$ cat src/hdl/rphc_pkg.sv
package rphc_pkg;

  localparam int unsigned TempW    = 12;
  localparam int unsigned SecW     = 16;
  localparam int unsigned StepW    = 3;
  localparam int unsigned StepSlots = 4;
  localparam int unsigned MaxSteps = 4;

  localparam logic [TempW-1:0] IdleTarget = 12'd80;
  localparam logic [TempW:0]   WinAbove   = 13'd12;
  localparam logic [TempW:0]   WinBelow   = 13'd40;

  localparam logic [2:0]  ResetStepCount     = 3'd2;
  localparam logic [47:0] ResetStepTargets   = 48'd3768920;
  localparam logic [63:0] ResetStepDurations = 64'd655540;
  localparam logic [7:0]  ResetLookaheadSecs = 8'd30;

  typedef enum logic [1:0] {
    CMD_TICK   = 2'd0,
    CMD_START  = 2'd1,
    CMD_STOP   = 2'd2,
    CMD_MANUAL = 2'd3
  } cmd_e;

  typedef enum logic [1:0] {
    REG_STEP_COUNT     = 2'd0,
    REG_STEP_TARGETS   = 2'd1,
    REG_STEP_DURATIONS = 2'd2,
    REG_LOOKAHEAD_SECS = 2'd3
  } cfg_reg_e;

  typedef struct packed {
    cmd_e             command;
    logic [TempW-1:0] measured_temperature;
    logic [TempW-1:0] manual_target;
    logic             manual_enable;
  } in_item_t;

  typedef struct packed {
    logic             heater_on;
    logic             profile_active;
    logic [StepW-1:0] step_index;
    logic [SecW-1:0]  step_seconds;
    logic [SecW-1:0]  seconds_to_go;
    logic [TempW-1:0] current_target;
    logic             profile_done;
  } out_item_t;

  typedef struct packed {
    logic [2:0]  step_count;
    logic [47:0] step_targets;
    logic [63:0] step_durations;
    logic [7:0]  lookahead_secs;
  } cfg_t;

  function automatic logic [TempW-1:0] target_of(logic [47:0] targets, logic [StepW-1:0] idx);
    logic [TempW-1:0] val;
    val = '0;
    if (idx < StepW'(StepSlots)) begin
      val = targets[TempW*idx[1:0] +: TempW];
    end
    return val;
  endfunction

  function automatic logic [SecW-1:0] duration_of(logic [63:0] durs, logic [StepW-1:0] idx);
    logic [SecW-1:0] val;
    val = '0;
    if (idx < StepW'(StepSlots)) begin
      val = durs[SecW*idx[1:0] +: SecW];
    end
    return val;
  endfunction

  function automatic logic [StepW:0] steps_in_use(logic [2:0] count);
    logic [StepW:0] n;
    n = {1'b0, count};
    if (n == '0) begin
      n = (StepW+1)'(1);
    end
    if (n > (StepW+1)'(MaxSteps)) begin
      n = (StepW+1)'(MaxSteps);
    end
    return n;
  endfunction

endpackage

$ cat src/hdl/rphc_stage.sv
module rphc_stage #(
  parameter type data_t = logic
) (
  input  logic  clk_i,
  input  logic  rst_ni,
  input  logic  valid_i,
  output logic  stall_o,
  input  data_t data_i,
  output logic  valid_o,
  input  logic  stall_i,
  output data_t data_o
);

  logic  valid_q, valid_d;
  data_t data_q;
  logic  load;

  assign load    = !valid_q || !stall_i;
  assign stall_o = !load;
  assign valid_d = load ? valid_i : valid_q;

  always_ff @(posedge clk_i or negedge rst_ni) begin
    if (!rst_ni) begin
      valid_q <= 1'b0;
    end else begin
      valid_q <= valid_d;
    end
  end

  always_ff @(posedge clk_i) begin
    if (load && valid_i) begin
      data_q <= data_i;
    end
  end

  assign valid_o = valid_q;
  assign data_o  = data_q;

endmodule

$ cat src/hdl/rphc_cfg_regs.sv
module rphc_cfg_regs (
  input  logic             clk_i,
  input  logic             rst_ni,
  input  logic             cfg_valid_i,
  output logic             cfg_ready_o,
  input  logic [1:0]       cfg_index_i,
  input  logic [63:0]      cfg_data_i,
  output rphc_pkg::cfg_t   cfg_o
);

  import rphc_pkg::*;

  cfg_t cfg_q;

  assign cfg_ready_o = 1'b1;

  always_ff @(posedge clk_i or negedge rst_ni) begin
    if (!rst_ni) begin
      cfg_q.step_count     <= ResetStepCount;
      cfg_q.step_targets   <= ResetStepTargets;
      cfg_q.step_durations <= ResetStepDurations;
      cfg_q.lookahead_secs <= ResetLookaheadSecs;
    end else if (cfg_valid_i) begin
      unique case (cfg_reg_e'(cfg_index_i))
        REG_STEP_COUNT:     cfg_q.step_count     <= cfg_data_i[2:0];
        REG_STEP_TARGETS:   cfg_q.step_targets   <= cfg_data_i[47:0];
        REG_STEP_DURATIONS: cfg_q.step_durations <= cfg_data_i;
        REG_LOOKAHEAD_SECS: cfg_q.lookahead_secs <= cfg_data_i[7:0];
        default: ;
      endcase
    end
  end

  assign cfg_o = cfg_q;

endmodule

$ cat src/hdl/rphc_core.sv
module rphc_core (
  input  logic                clk_i,
  input  logic                rst_ni,
  input  logic                fire_i,
  input  rphc_pkg::in_item_t  item_i,
  input  rphc_pkg::cfg_t      cfg_i,
  output rphc_pkg::out_item_t result_o
);

  import rphc_pkg::*;

  logic             enabled_q, enabled_d;
  logic [TempW-1:0] target_q, target_d;
  logic [TempW-1:0] prev_q, prev_d;
  logic             heater_q, heater_d;
  logic             running_q, running_d;
  logic [StepW-1:0] step_q, step_d;
  logic [SecW-1:0]  secs_q, secs_d;
  logic             done;

  logic [TempW-1:0]   meas;
  logic signed [TempW:0]   slope;
  logic signed [21:0] ahead;
  logic               heat_now;
  logic [TempW-1:0]   tgt_eff;
  logic               in_window;
  logic [SecW-1:0]    secs_cnt;
  logic [StepW-1:0]   step_adv;
  logic [SecW-1:0]    secs_adv;

  // heater lookahead: measured + dead time * slope, all signed
  assign meas  = item_i.measured_temperature;
  assign slope = $signed({1'b0, meas}) - $signed({1'b0, prev_q});
  assign ahead = $signed({10'b0, meas}) + $signed({1'b0, cfg_i.lookahead_secs}) * slope;
  assign heat_now = enabled_q && (meas < target_q) && (ahead < $signed({10'b0, target_q}));

  // profile stepping on a tick
  assign tgt_eff   = (secs_q == '0) ? target_of(cfg_i.step_targets, step_q) : target_q;
  assign in_window = ({1'b0, tgt_eff} < {1'b0, meas} + WinAbove)
                  && ({1'b0, tgt_eff} + WinBelow > {1'b0, meas});
  assign secs_cnt  = in_window ? secs_q + SecW'(1) : secs_q;

  always_comb begin
    step_adv = step_q;
    secs_adv = secs_cnt;
    if (secs_cnt >= duration_of(cfg_i.step_durations, step_q)) begin
      step_adv = step_q + StepW'(1);
      secs_adv = '0;
    end
  end

  always_comb begin
    enabled_d = enabled_q;
    target_d  = target_q;
    prev_d    = prev_q;
    heater_d  = heater_q;
    running_d = running_q;
    step_d    = step_q;
    secs_d    = secs_q;
    done      = 1'b0;
    unique case (item_i.command)
      CMD_TICK: begin
        heater_d = heat_now;
        prev_d   = meas;
        if (running_q) begin
          target_d = tgt_eff;
          step_d   = step_adv;
          secs_d   = secs_adv;
          if ({1'b0, step_adv} >= steps_in_use(cfg_i.step_count)) begin
            running_d = 1'b0;
            enabled_d = 1'b0;
            target_d  = IdleTarget;
            done      = 1'b1;
          end
        end
      end
      CMD_START: begin
        step_d    = '0;
        secs_d    = '0;
        running_d = 1'b1;
        enabled_d = 1'b1;
      end
      CMD_STOP: begin
        running_d = 1'b0;
        enabled_d = 1'b0;
        target_d  = IdleTarget;
      end
      CMD_MANUAL: begin
        target_d  = item_i.manual_target;
        enabled_d = item_i.manual_enable;
      end
      default: ;
    endcase
  end

  always_ff @(posedge clk_i or negedge rst_ni) begin
    if (!rst_ni) begin
      enabled_q <= 1'b0;
      target_q  <= IdleTarget;
      prev_q    <= '0;
      heater_q  <= 1'b0;
      running_q <= 1'b0;
      step_q    <= '0;
      secs_q    <= '0;
    end else if (fire_i) begin
      enabled_q <= enabled_d;
      target_q  <= target_d;
      prev_q    <= prev_d;
      heater_q  <= heater_d;
      running_q <= running_d;
      step_q    <= step_d;
      secs_q    <= secs_d;
    end
  end

  always_comb begin
    result_o.heater_on       = heater_d;
    result_o.profile_active  = running_d;
    result_o.step_index      = step_d;
    result_o.step_seconds    = secs_d;
    result_o.seconds_to_go   = running_d ?
                               duration_of(cfg_i.step_durations, step_d) - secs_d : '0;
    result_o.current_target  = target_d;
    result_o.profile_done    = done;
  end

endmodule

$ cat src/hdl/reflow_profile_heater_control.sv
// Reflow oven heater controller with a stepped temperature profile, in quarter degrees.
// Each input transaction is a one-second tick, a start, a stop or a manual target write,
// and gives exactly one result transaction. A transaction is registered on input, worked
// through the heater lookahead (one 8x13 multiply) and profile stepping, and registered
// on output, so one transaction is taken every cycle while the output is not stalled.
// Configuration writes are always ready and are meant to be issued only while no
// transaction is in flight.
module reflow_profile_heater_control (
  input  logic                clk_i,
  input  logic                rst_ni,
  input  logic                in_valid_i,
  output logic                in_stall_o,
  input  rphc_pkg::in_item_t  in_item_i,
  output logic                out_valid_o,
  input  logic                out_stall_i,
  output rphc_pkg::out_item_t out_item_o,
  input  logic                cfg_valid_i,
  output logic                cfg_ready_o,
  input  logic [1:0]          cfg_index_i,
  input  logic [63:0]         cfg_data_i
);

  import rphc_pkg::*;

  logic      item_valid;
  in_item_t  item;
  logic      res_stall;
  out_item_t result;
  cfg_t      cfg;
  logic      fire;

  assign fire = item_valid && !res_stall;

  rphc_cfg_regs u_cfg (
    .clk_i       (clk_i),
    .rst_ni      (rst_ni),
    .cfg_valid_i (cfg_valid_i),
    .cfg_ready_o (cfg_ready_o),
    .cfg_index_i (cfg_index_i),
    .cfg_data_i  (cfg_data_i),
    .cfg_o       (cfg)
  );

  rphc_stage #(.data_t(in_item_t)) u_in_stage (
    .clk_i   (clk_i),
    .rst_ni  (rst_ni),
    .valid_i (in_valid_i),
    .stall_o (in_stall_o),
    .data_i  (in_item_i),
    .valid_o (item_valid),
    .stall_i (res_stall),
    .data_o  (item)
  );

  rphc_core u_core (
    .clk_i    (clk_i),
    .rst_ni   (rst_ni),
    .fire_i   (fire),
    .item_i   (item),
    .cfg_i    (cfg),
    .result_o (result)
  );

  rphc_stage #(.data_t(out_item_t)) u_out_stage (
    .clk_i   (clk_i),
    .rst_ni  (rst_ni),
    .valid_i (item_valid),
    .stall_o (res_stall),
    .data_i  (result),
    .valid_o (out_valid_o),
    .stall_i (out_stall_i),
    .data_o  (out_item_o)
  );

endmodule

$ cat config.mk
export PLATFORM = sky130hd
export DESIGN_NAME = reflow_profile_heater_control
export DESIGN_NICKNAME = d
export VERILOG_FILES = /design/src/hdl/rphc_pkg.sv /design/src/hdl/rphc_stage.sv /design/src/hdl/rphc_cfg_regs.sv /design/src/hdl/rphc_core.sv /design/src/hdl/reflow_profile_heater_control.sv
export SDC_FILE = /design/constraint.sdc
export NUM_CORES = 1
export LEC_CHECK = 0
export ABC_AREA = 0
export BUFFER_PORTS_ARGS = -buffer_cell sky130_fd_sc_hd__clkbuf_2
export CAP_MARGIN = 25
export CORE_MARGIN = 10
export CORE_UTILIZATION = 55
export DETAILED_ROUTE_END_ITERATION = 6
export PLACE_DENSITY = 0.78
export SLEW_MARGIN = 10
export SYNTH_ARGS = -nofsm -noshare
export SYNTH_HDL_FRONTEND = slang
export SYNTH_HIERARCHICAL = 1
export SYNTH_SLANG_ARGS = --single-unit
$ cat constraint.sdc
create_clock -name clk_i -period 11.1 [get_ports clk_i]
set_input_delay 2.22 -clock clk_i [delete_from_list [all_inputs] [get_ports clk_i]]
set_output_delay 2.22 -clock clk_i [all_outputs]
set_load 0.005 [all_outputs]
### Yosys cells after proc, flatten, opt, wreduce, memory -nomap -nowiden

Cells that the tools add are included.

| storage, ports and cells | value |
|---|---|
| flip-flop bits (word level) | 248 |
| latch bits | 0 |
| bits in writable memories | 0 |
| bits in read-only memories | 0 |
| bits of input ports | 98 |
| output and inout port bits | 53 |
| word-level logic and storage cells | 103 |
| memories kept | 0 |

| cells by class | value |
|---|---|
| add/sub/neg operators | 7 |
| multiply operators | 2 |
| div/mod/pow operators | 0 |
| $lt $le $gt $ge | 9 |
| equal/unequal tests | 8 |
| shifts and indexed selects | 3 |
| muxes and demuxes | 28 |
| bitwise gates (word level) | 0 |
| reductions and logical operators | 22 |

Operators with widths:

| operator | count |
|---|---|
| $shiftx 64x7->16 | 2 |
| $mux 16 | 5 |
| $mux 12 | 4 |
| $shiftx 48x7->12 | 1 |
| $pmux 12 s3 | 1 |
| $pmux 16 s2 | 1 |
| $add 13x22->22 | 1 |
| $lt 22x13->1 | 1 |
| $mul 9x13->22 | 1 |
| $mux 4 | 5 |
| $add 16x1->16 const B | 1 |
| $ge 16x16->1 | 1 |
| $logic_not 16->1 | 1 |
| $sub 16x16->16 | 1 |
| $add 12x4->13 const B | 1 |
| $add 12x6->13 const B | 1 |
| $gt 13x12->1 | 1 |
| $lt 12x13->1 | 1 |
| $sub 12x12->13 | 1 |
| $lt 12x12->1 | 1 |
| $reduce_and 2->1 | 6 |
| $mux 3 | 3 |
| $eq 2x2->1 const B | 4 |
| $lt 3x3->1 const B | 2 |
| other kinds (16) | 32 |

### Longest topological paths before layout

Gate-level depths: netlist (run 1).

| depth | value |
|---|---|
| word-level depth | 15 |
| mapped depth | 46 |

### By module

Netlist (run 1), hierarchy kept.

By module, submodules not included:

| module | instances | cells an instance | area each (um^2) | seq. area each (um^2) |
|---|---|---|---|---|
| rphc_core | 1 | 1445 | 12056.6 | 1153.6 |
| rphc_cfg_regs | 1 | 264 | 4639.4 | 3103.0 |
| rphc_stage (u_out_stage) | 1 | 54 | 1551.5 | 1526.5 |
| rphc_stage (u_in_stage) | 1 | 31 | 860.8 | 835.8 |
| reflow_profile_heater_control | 1 | 1 | 13.8 | 0.0 |

### Worst setup path after synthesis (run 1)

No wires, ideal clock.

| timing path | value |
|---|---|
| kind | register to register |
| from | register u_core.secs_q[0] |
| to | register u_out_stage.data_q, in the netlist u_out_stage/data_o[28] (data pin) |
| setup time | 0.141 ns |
| data arrival time | 8.802 ns |
| data required time | 10.959 ns |
| setup slack | 2.156 ns |
| stages on the path, launching flop included | 43 |
| buffers on the path | 4 |
| clock period less this slack | 8.944 ns |
| path through | dfrtp_1 -> clkbuf_1 -> inv_1 -> ha_1 -> nor4b_4 -> and4_1 -> buf_6 -> mux2i_2 -> ha_1 -> o21ai_0 -> nor2_1 -> nand3_1 -> xnor2_1 -> ha_1 -> nand3_1 -> nor3_1 -> a21oi_1 -> a32oi_4 -> [... 7 more ...] -> or3_1 -> a2111oi_4 -> nor3b_1 -> a31oi_1 -> clkbuf_1 -> a211oi_1 -> a211oi_1 -> ha_1 -> nor2b_1 -> o31a_1 -> o41a_1 -> a211oi_1 -> o21bai_1 -> a21oi_1 -> o21ai_0 -> a31oi_1 -> xnor3_1 -> nor2_1 |

| between the ends | value |
|---|---|
| word-level cells in the longest chain between the ends | 13 |
| elaborated cells between the ends (all ways) | 23 |
| classes of those cells | 3 x add/sub; 5 x order compare; 1 x shift; 12 x mux; 2 x reduce/logical |

Ends and longest elaborated chain:

| element | RTL line | source |
|---|---|---|
| start: declaration | rphc_core.sv:18 | `logic [SecW-1:0] secs_q, secs_d;` |
| start signal: assignment | rphc_core.sv:112 | `secs_q <= secs_d;` |
| $logic_not 16->1 | rphc_core.sv:38 | `assign tgt_eff = (secs_q == '0) ? target_of(cfg_i.step_targets, step_q) : target_q;` |
| $mux 12 | rphc_core.sv:38 |  |
| $add 12x6->13 | rphc_core.sv:40 | `&& ({1'b0, tgt_eff} + WinBelow > {1'b0, meas});` |
| $gt 13x12->1 | rphc_core.sv:40 |  |
| $logic_and 1x1->1 | rphc_core.sv:40 |  |
| $mux 16 | rphc_core.sv:41 | `assign secs_cnt = in_window ? secs_q + SecW'(1) : secs_q;` |
| $ge 16x16->1 | rphc_core.sv:46 | `if (secs_cnt >= duration_of(cfg_i.step_durations, step_q)) begin` |
| $mux 3 | rphc_core.sv:46 |  |
| $mux 3 | rphc_core.sv:65 | `if (running_q) begin` |
| $pmux 3 s2 | rphc_core.sv:61 | `unique case (item_i.command)` |
| $shiftx 64x7->16 or $lt 3x3->1 (tied branches) | rphc_pkg.sv:69, rphc_pkg.sv:68 |  |
| $mux 16 | rphc_pkg.sv:68 | `if (idx < StepW'(StepSlots)) begin` |
| $sub 16x16->16 | rphc_core.sv:122 | `duration_of(cfg_i.step_durations, step_d) - secs_d : '0;` |
| end signal: assignment | rphc_stage.sv:32 | `data_q <= data_i;` |
| end: declaration | rphc_stage.sv:15 | `data_t data_q;` |

Parallel ways exist; a longest one is shown, timed or not.
A chain may end at the register's enable or synchronous reset.

==> flow_summary_export.csv, run 1 <==
group,metric,value,unit
outcome,run_status,"finished clean",
sta,period_share,93.01,%
yosys,yosysWarnings,6,
yosys,synth-simple-area-share,11.94,%
detailed_routing,drc,0,
yosys,synth_area,19120,um2
clocking,clk_pin_slew,0.07,ns
detailed_routing,viasPerCell,5.992,
clocking,cts_root_buf,"clkbuf_16",
detailed_routing,wl_per_cell,22.03,um
sta,hold_viol,0,
yosys,synth_fa_ha_area_share,19.85,%
global_routing,grt_pass1_wl,82.45,mm
yosys,muxShareOfSynthArea,12.97,%
sta,worst_slew_pin_slew,0.8763,ns
placement,place_congestion,0.9325,
final_layout,n_antenna_cell,0,
yosys,synth_largest_area_cell,"dfrtp_1",
final_layout,stdcell_area,21170,um2
clocking,cts_tree,"built",
die,rows,68,
setup_path,crit_top_cell,"ha_1",
setup_path,rr_startpoint,"u_core/secs_q[0]",
yosys,synth_top_family_by_area,"adder cells",
yosys,synth_top_cell_area_share,19.50,%
setup_path,crit_type,"reg2reg",
sta,period_needed,10.32,ns
clocking,cts_resized,0,
final_layout,layout.nets,2256,
detailed_routing,dr.pass1.iters,5,
yosys,ys_seq_elements,248,
setup_path,reg2reg_depth,40,
clocking,cts.sinks,248,
setup_path,regToRegEndpoint,"u_out_stage/data_o[28]",
sta,fmax,96.86,MHz
die,die_w,206.5,um
placement,port_buffers,149,
global_routing,overflow,0,
yosys,synth_compound_area_share,11.26,%
setup_path,max_stage_delay,0.53,ns
placement,placedCellCount,2336,
global_routing,antenna_found_initial,0,
run,cap_violations,0,
yosys,synth_cell_types,88,
placement,place.detailed.hpwl,40.36,mm
die,core,34460,um2
detailed_routing,wl,52.57,mm
die,die_y,206.5,um
final_layout,drive_gt1_share,18.80,%
final_layout,area_delta_synth_final,10.69,%
setup_path,ff2ff_setup_slack,0.78,ns
final_layout,final_cell_mix,"inv_1 (188), ha_1 (153), clkbuf_2 (148), dfrtp_1 (148), nand2_1 (132)",
sta,report.final.setup_viol,0,
yosys,synth_nets,2140,
min_path,hold-path-endpoint,"u_cfg/cfg_o[104]",
setup_path,cp_max_fo,19,
yosys,yosysSeqAreaShare,34.61,%
clocking,insertion_delay,0.57,ns
yosys,synthFlopType,"dfrtp_1",
setup_path,startpoint_type,"flip-flop",
clocking,htreeDepth,1,
detailed_routing,detail-route-antenna-nets,0,
global_routing,grt_max_degree,74,
yosys,syn_inst,1795,
clocking,cts_setup_buffers,0,
setup_path,cp_data_required_time,11.54,ns
sta,slew_violations,0,
global_routing,grt_pass1_vias,14670,
setup_path,cpMaxStageDelayCell,"and4_2",
detailed_routing,vias,14300,
die,io-pin-count,151,
setup_path,arrival,10.76,ns
placement,placed_area,20170,um2
clocking,clockBufferDepth,3,
yosys,synth_edf_count,77,
min_path,hp-start,"u_cfg/cfg_o[104]",
detailed_routing,drt-initial-drc-count,1207,
final_layout,mostFrequentLayoutCell,"inv_1",
sta,rsz0062_at_grt,"false",
setup_path,worstSetupEndpointType,"flip-flop",
yosys,postSynthAreaPerCell,10.65,um2
clocking,holdBufCountCts,0,
die,die_area,42630,um2
yosys,async_reset_ff_share,68.95,%
die,start_util,55.49,%
yosys,synth_xor_xnor_area_share,3.324,%
min_path,hold_path_depth,1,
yosys,ys_top_cells_by_area,"dfrtp_1 (19%), edfxtp_1 (12%), ha_1 (10%)",
global_routing,grt_usage,24.82,%
sta,max_slew_margin,40.96,%
final_layout,fin_cells,2386,
min_path,hp-class,"reg2reg",
sta,clock-skew-final,0.02774,ns
sta,finalSetupTns,0,ns
clocking,numCtsBuffers,26,
-- kinds of logic after synthesis --
group,after synthesis
other cells,1
buf+inv,272
fa+ha+maj,247
flops,248
compound gates,319
mux,195
xor+xnor,71
simple gates,442
-- critical path: cells and delay by family (launching register included) --
| family | cells | cell delay (ns) |
|---|---|---|
| AO/OA/AOI/OAI | 17 | 3.74 |
| AND/OR/NAND/NOR | 12 | 2.77 |
| adder cells (fa/ha/maj) | 5 | 1.37 |
| XOR/XNOR | 3 | 0.78 |
| buffers and inverters | 2 | 0.53 |
| flip-flops | 1 | 0.49 |
| multiplexers | 1 | 0.48 |
-- layer usage --
metal	up-vias	part of all wire, %	routed length (um)	track usage [%]
met1	7062	43	22660	34.17
li1	6511	-	-	-
met2	620	46	24370	39.41
met5	-	0	0	0
met3	104	7.5	3945	4.326
met4	0	3.0	1594	7.323
-- layout make-up --
cell class,instances,area [um2]
sequential,248,6620
inverter,191,716.9
clock buffer,32,724.4
fill,2796,13290
clock inverter,16,209.0
timing repair buffer,169,942.2
multi-input combinational,1275,11380
tap,455,569.3
-- sequential cells by signal, summed over array words and instances (netlist names) --
register / flops
u_core/running_q: 1
u_core/enabled_q: 1
u_out_stage/valid_o: 1
u_core/target_q: 12
u_core/prev_q: 12
u_core/secs_q: 16
u_in_stage/data_o: 27
u_in_stage/valid_o: 1
u_core/heater_q: 1
u_core/step_q: 3
u_cfg/cfg_o: 123
u_out_stage/data_o: 50
-- worst max-delay path by stage --
| stage | slack, ns | cells past startpoint | endpoint | from |
|---|---|---|---|---|
| 6_report | 0.78 | 40 | u_out_stage/data_o[28] | u_core/secs_q[0] |
| 3_3_place_gp | 1.00 | 41 | u_out_stage/data_o[28] | u_core/secs_q[0] |
| 4_1_cts | 0.67 | 44 | u_out_stage/data_o[27] | u_core/secs_q[0] |
| 5_1_grt | 0.06 | 43 | u_out_stage/data_o[27] | u_core/secs_q[0] |
| 2_1_floorplan | 2.16 | 42 | u_out_stage/data_o[28] | u_core/secs_q[0] |
| 3_5_place_dp | 0.72 | 41 | u_out_stage/data_o[28] | u_core/secs_q[0] |
-- through the flow --
step,hold slack [ns],setup slack (ns),utilization (%)
after floorplan,0.4594,2.156,-
after global placement,0.4809,1.004,58.54
after detailed placement,0.4897,0.7223,58.54
after CTS,0.5039,0.6731,61.25
after global routing,0.5233,0.05796,61.42
final,0.5052,0.7761,61.42
-- cells in the mapped netlist, types with 10 or more instances --
master and count:
inv_1 188, nand2_1 132, nor2_1 85, nand2b_1 32, nand4_1 10, buf_2 16
nor2b_1 18, and2_1 76, clkbuf_1 36, dfrtp_1 149, ha_1 153, xnor2_1 51
a21oi_1 69, o21ai_1 13, a21o_1 25, mux4_2 27, a211oi_1 47, nor3_1 18
mux2_1 62, edfxtp_1 77, fa_1 94, o21a_1 17, xor2_1 19, buf_6 11
o21ai_0 57, dfstp_2 22, mux2_2 71, buf_1 10, nand3_1 22, mux2i_1 32
Power of run 1 is left out: the tool's default activity adds up to more than one toggle a clock period on the data nets, which glitch-free logic cannot reach.
==> run 2, diff against run 1 <==
Settings changed: CORE_MARGIN 10 to 1.5.
==> flow_summary_export.csv, run 2 (synthesis results as in run 1) <==
group,metric,value,unit
setup_path,max_stage_delay,0.49,ns
final_layout,stdcell_area,21140,um2
detailed_routing,viasPerCell,5.995,
die,rows,68,
setup_path,worstSetupEndpointType,"flip-flop",
final_layout,n_antenna_cell,0,
global_routing,antenna_found_initial,0,
die,die_w,189.5,um
global_routing,grt_pass1_wl,81.44,mm
detailed_routing,vias,14340,
setup_path,cp_data_required_time,11.53,ns
die,die_area,35900,um2
placement,place_congestion,0.9195,
clocking,insertion_delay,0.57,ns
run,cap_violations,0,
final_layout,area_delta_synth_final,10.55,%
sta,max_slew_margin,31.31,%
sta,clock-skew-final,0.02577,ns
min_path,hold_path_depth,1,
final_layout,final_cell_mix,"inv_1 (188), ha_1 (153), clkbuf_2 (148), dfrtp_1 (148), nand2_1 (132)",
sta,finalSetupTns,0,ns
detailed_routing,wl_per_cell,21.57,um
clocking,clockBufferDepth,3,
setup_path,regToRegEndpoint,"u_out_stage/data_o[28]",
setup_path,endpoint,"u_out_stage/data_o[28]",
setup_path,ff2ff_setup_slack,0.71,ns
die,core,34370,um2
die,io-pin-count,151,
final_layout,layout.nets,2262,
global_routing,grt_usage,29.43,%
placement,place.detailed.hpwl,39.55,mm
clocking,cts_root_buf,"clkbuf_16",
setup_path,reg2reg_depth,40,
sta,worst_slew_pin_slew,1.027,ns
die,start_util,55.63,%
detailed_routing,detail-route-antenna-nets,0,
placement,port_buffers,149,
setup_path,arrival,10.82,ns
clocking,clk_pin_slew,0.06,ns
setup_path,rr_startpoint,"u_core/secs_q[0]",
clocking,cts.sinks,248,
setup_path,cp_max_fo,26,
setup_path,setup.worst_path.start,"u_core/secs_q[0]",
outcome,run_status,"finished clean",
clocking,numCtsBuffers,26,
global_routing,grt_max_degree,76,
sta,report.final.setup_viol,0,
sta,period_share,93.62,%
detailed_routing,wl,51.60,mm
final_layout,drive_gt1_share,18.95,%
final_layout,mostFrequentLayoutCell,"inv_1",
clocking,cts_tree,"built",
sta,hold_viol,0,
setup_path,crit_type,"reg2reg",
clocking,htreeDepth,1,
sta,rsz0062_at_grt,"false",
global_routing,overflow,0,
sta,fmax,96.23,MHz
global_routing,grt_pass1_vias,14780,
detailed_routing,drt-initial-drc-count,1391,
final_layout,largest_reg_flops,123,
setup_path,crit_top_cell,"ha_1",
sta,period_needed,10.39,ns
setup_path,cpMaxStageDelayCell,"dfrtp_1",
detailed_routing,dr.pass1.iters,6,
detailed_routing,drc,0,
min_path,hp-class,"reg2reg",
placement,placed_area,20200,um2
setup_path,startpoint_type,"flip-flop",
final_layout,fillerInstances,2805,
sta,slew_violations,0,
die,die_y,189.5,um
-- run 2: cell types whose count changed in the layout (fill, tap and decap cells not counted), moves of 2 or more --
cell	previous run	this run
buf_4	18	25
clkinv_2	5	3
clkinv_1	3	1
clkbuf_1	2	7
clkbuf_8	3	5
bufinv_16	4	2
-- run 2: critical path: cells and delay by family (launching register included) --
family	cells	cell delay, ns
compound gates	15	3.84
xor+xnor	3	0.79
fa+ha+maj	5	1.30
buf+inv	2	0.46
flops	1	0.49
mux	1	0.45
simple gates	14	2.95
-- run 2: how the worst min path moves through the flow --
stage / end / from / slack [ns]
global route: u_cfg/cfg_o[113] / u_cfg/cfg_o[113] / 0.51
floorplan: u_cfg/cfg_o[95] / u_cfg/cfg_o[95] / 0.46
global placement: u_cfg/cfg_o[95] / u_cfg/cfg_o[95] / 0.48
detailed placement: u_core/heater_q / u_core/heater_q / 0.48
CTS: u_cfg/cfg_o[113] / u_cfg/cfg_o[113] / 0.50
finish: u_cfg/cfg_o[113] / u_cfg/cfg_o[113] / 0.51
-- run 2: layout make-up --
class	instances	area, um2	share of cell area [%]
inverters	191	716.9	3.392
flip-flops and latches	248	6620	31.32
multi-input cells	1275	11390	53.87
repair buffers	175	967.2	4.575
clock buffers	38	745.7	3.528
well taps	455	569.3	2.693
clock inverters	10	131.4	0.6215
-- run 2: what timing repair did --
item                       in CTS  in global routing
setup endpoints to repair       0                  4
gates resized for setup         0                  4
hold buffers                    0                  0
buffers inserted                0                  3
-- run 2: routing by layer --
metal | global-route usage, % | vias up | routed length, um
met4 | 9.890 | 0 | 1764
met1 | 39.79 | 7105 | 21620
met2 | 47.27 | 595 | 23960
li1 | - | 6523 | -
met5 | 0 | - | 0
met3 | 6.098 | 116 | 4249
-- run 2: stage by stage --
step,hold WS [ns],utilization [%],setup slack (ns),std cells
after global routing,0.5143,61.50,0.03518,2392
after CTS,0.5041,61.32,0.4318,2388
after floorplan,0.4594,-,2.156,1795
after detailed placement,0.4845,58.77,0.4825,2340
final,0.5051,61.50,0.7083,2392
after global placement,0.4763,58.77,0.8738,2340
Power of run 2 is left out for the same reason.
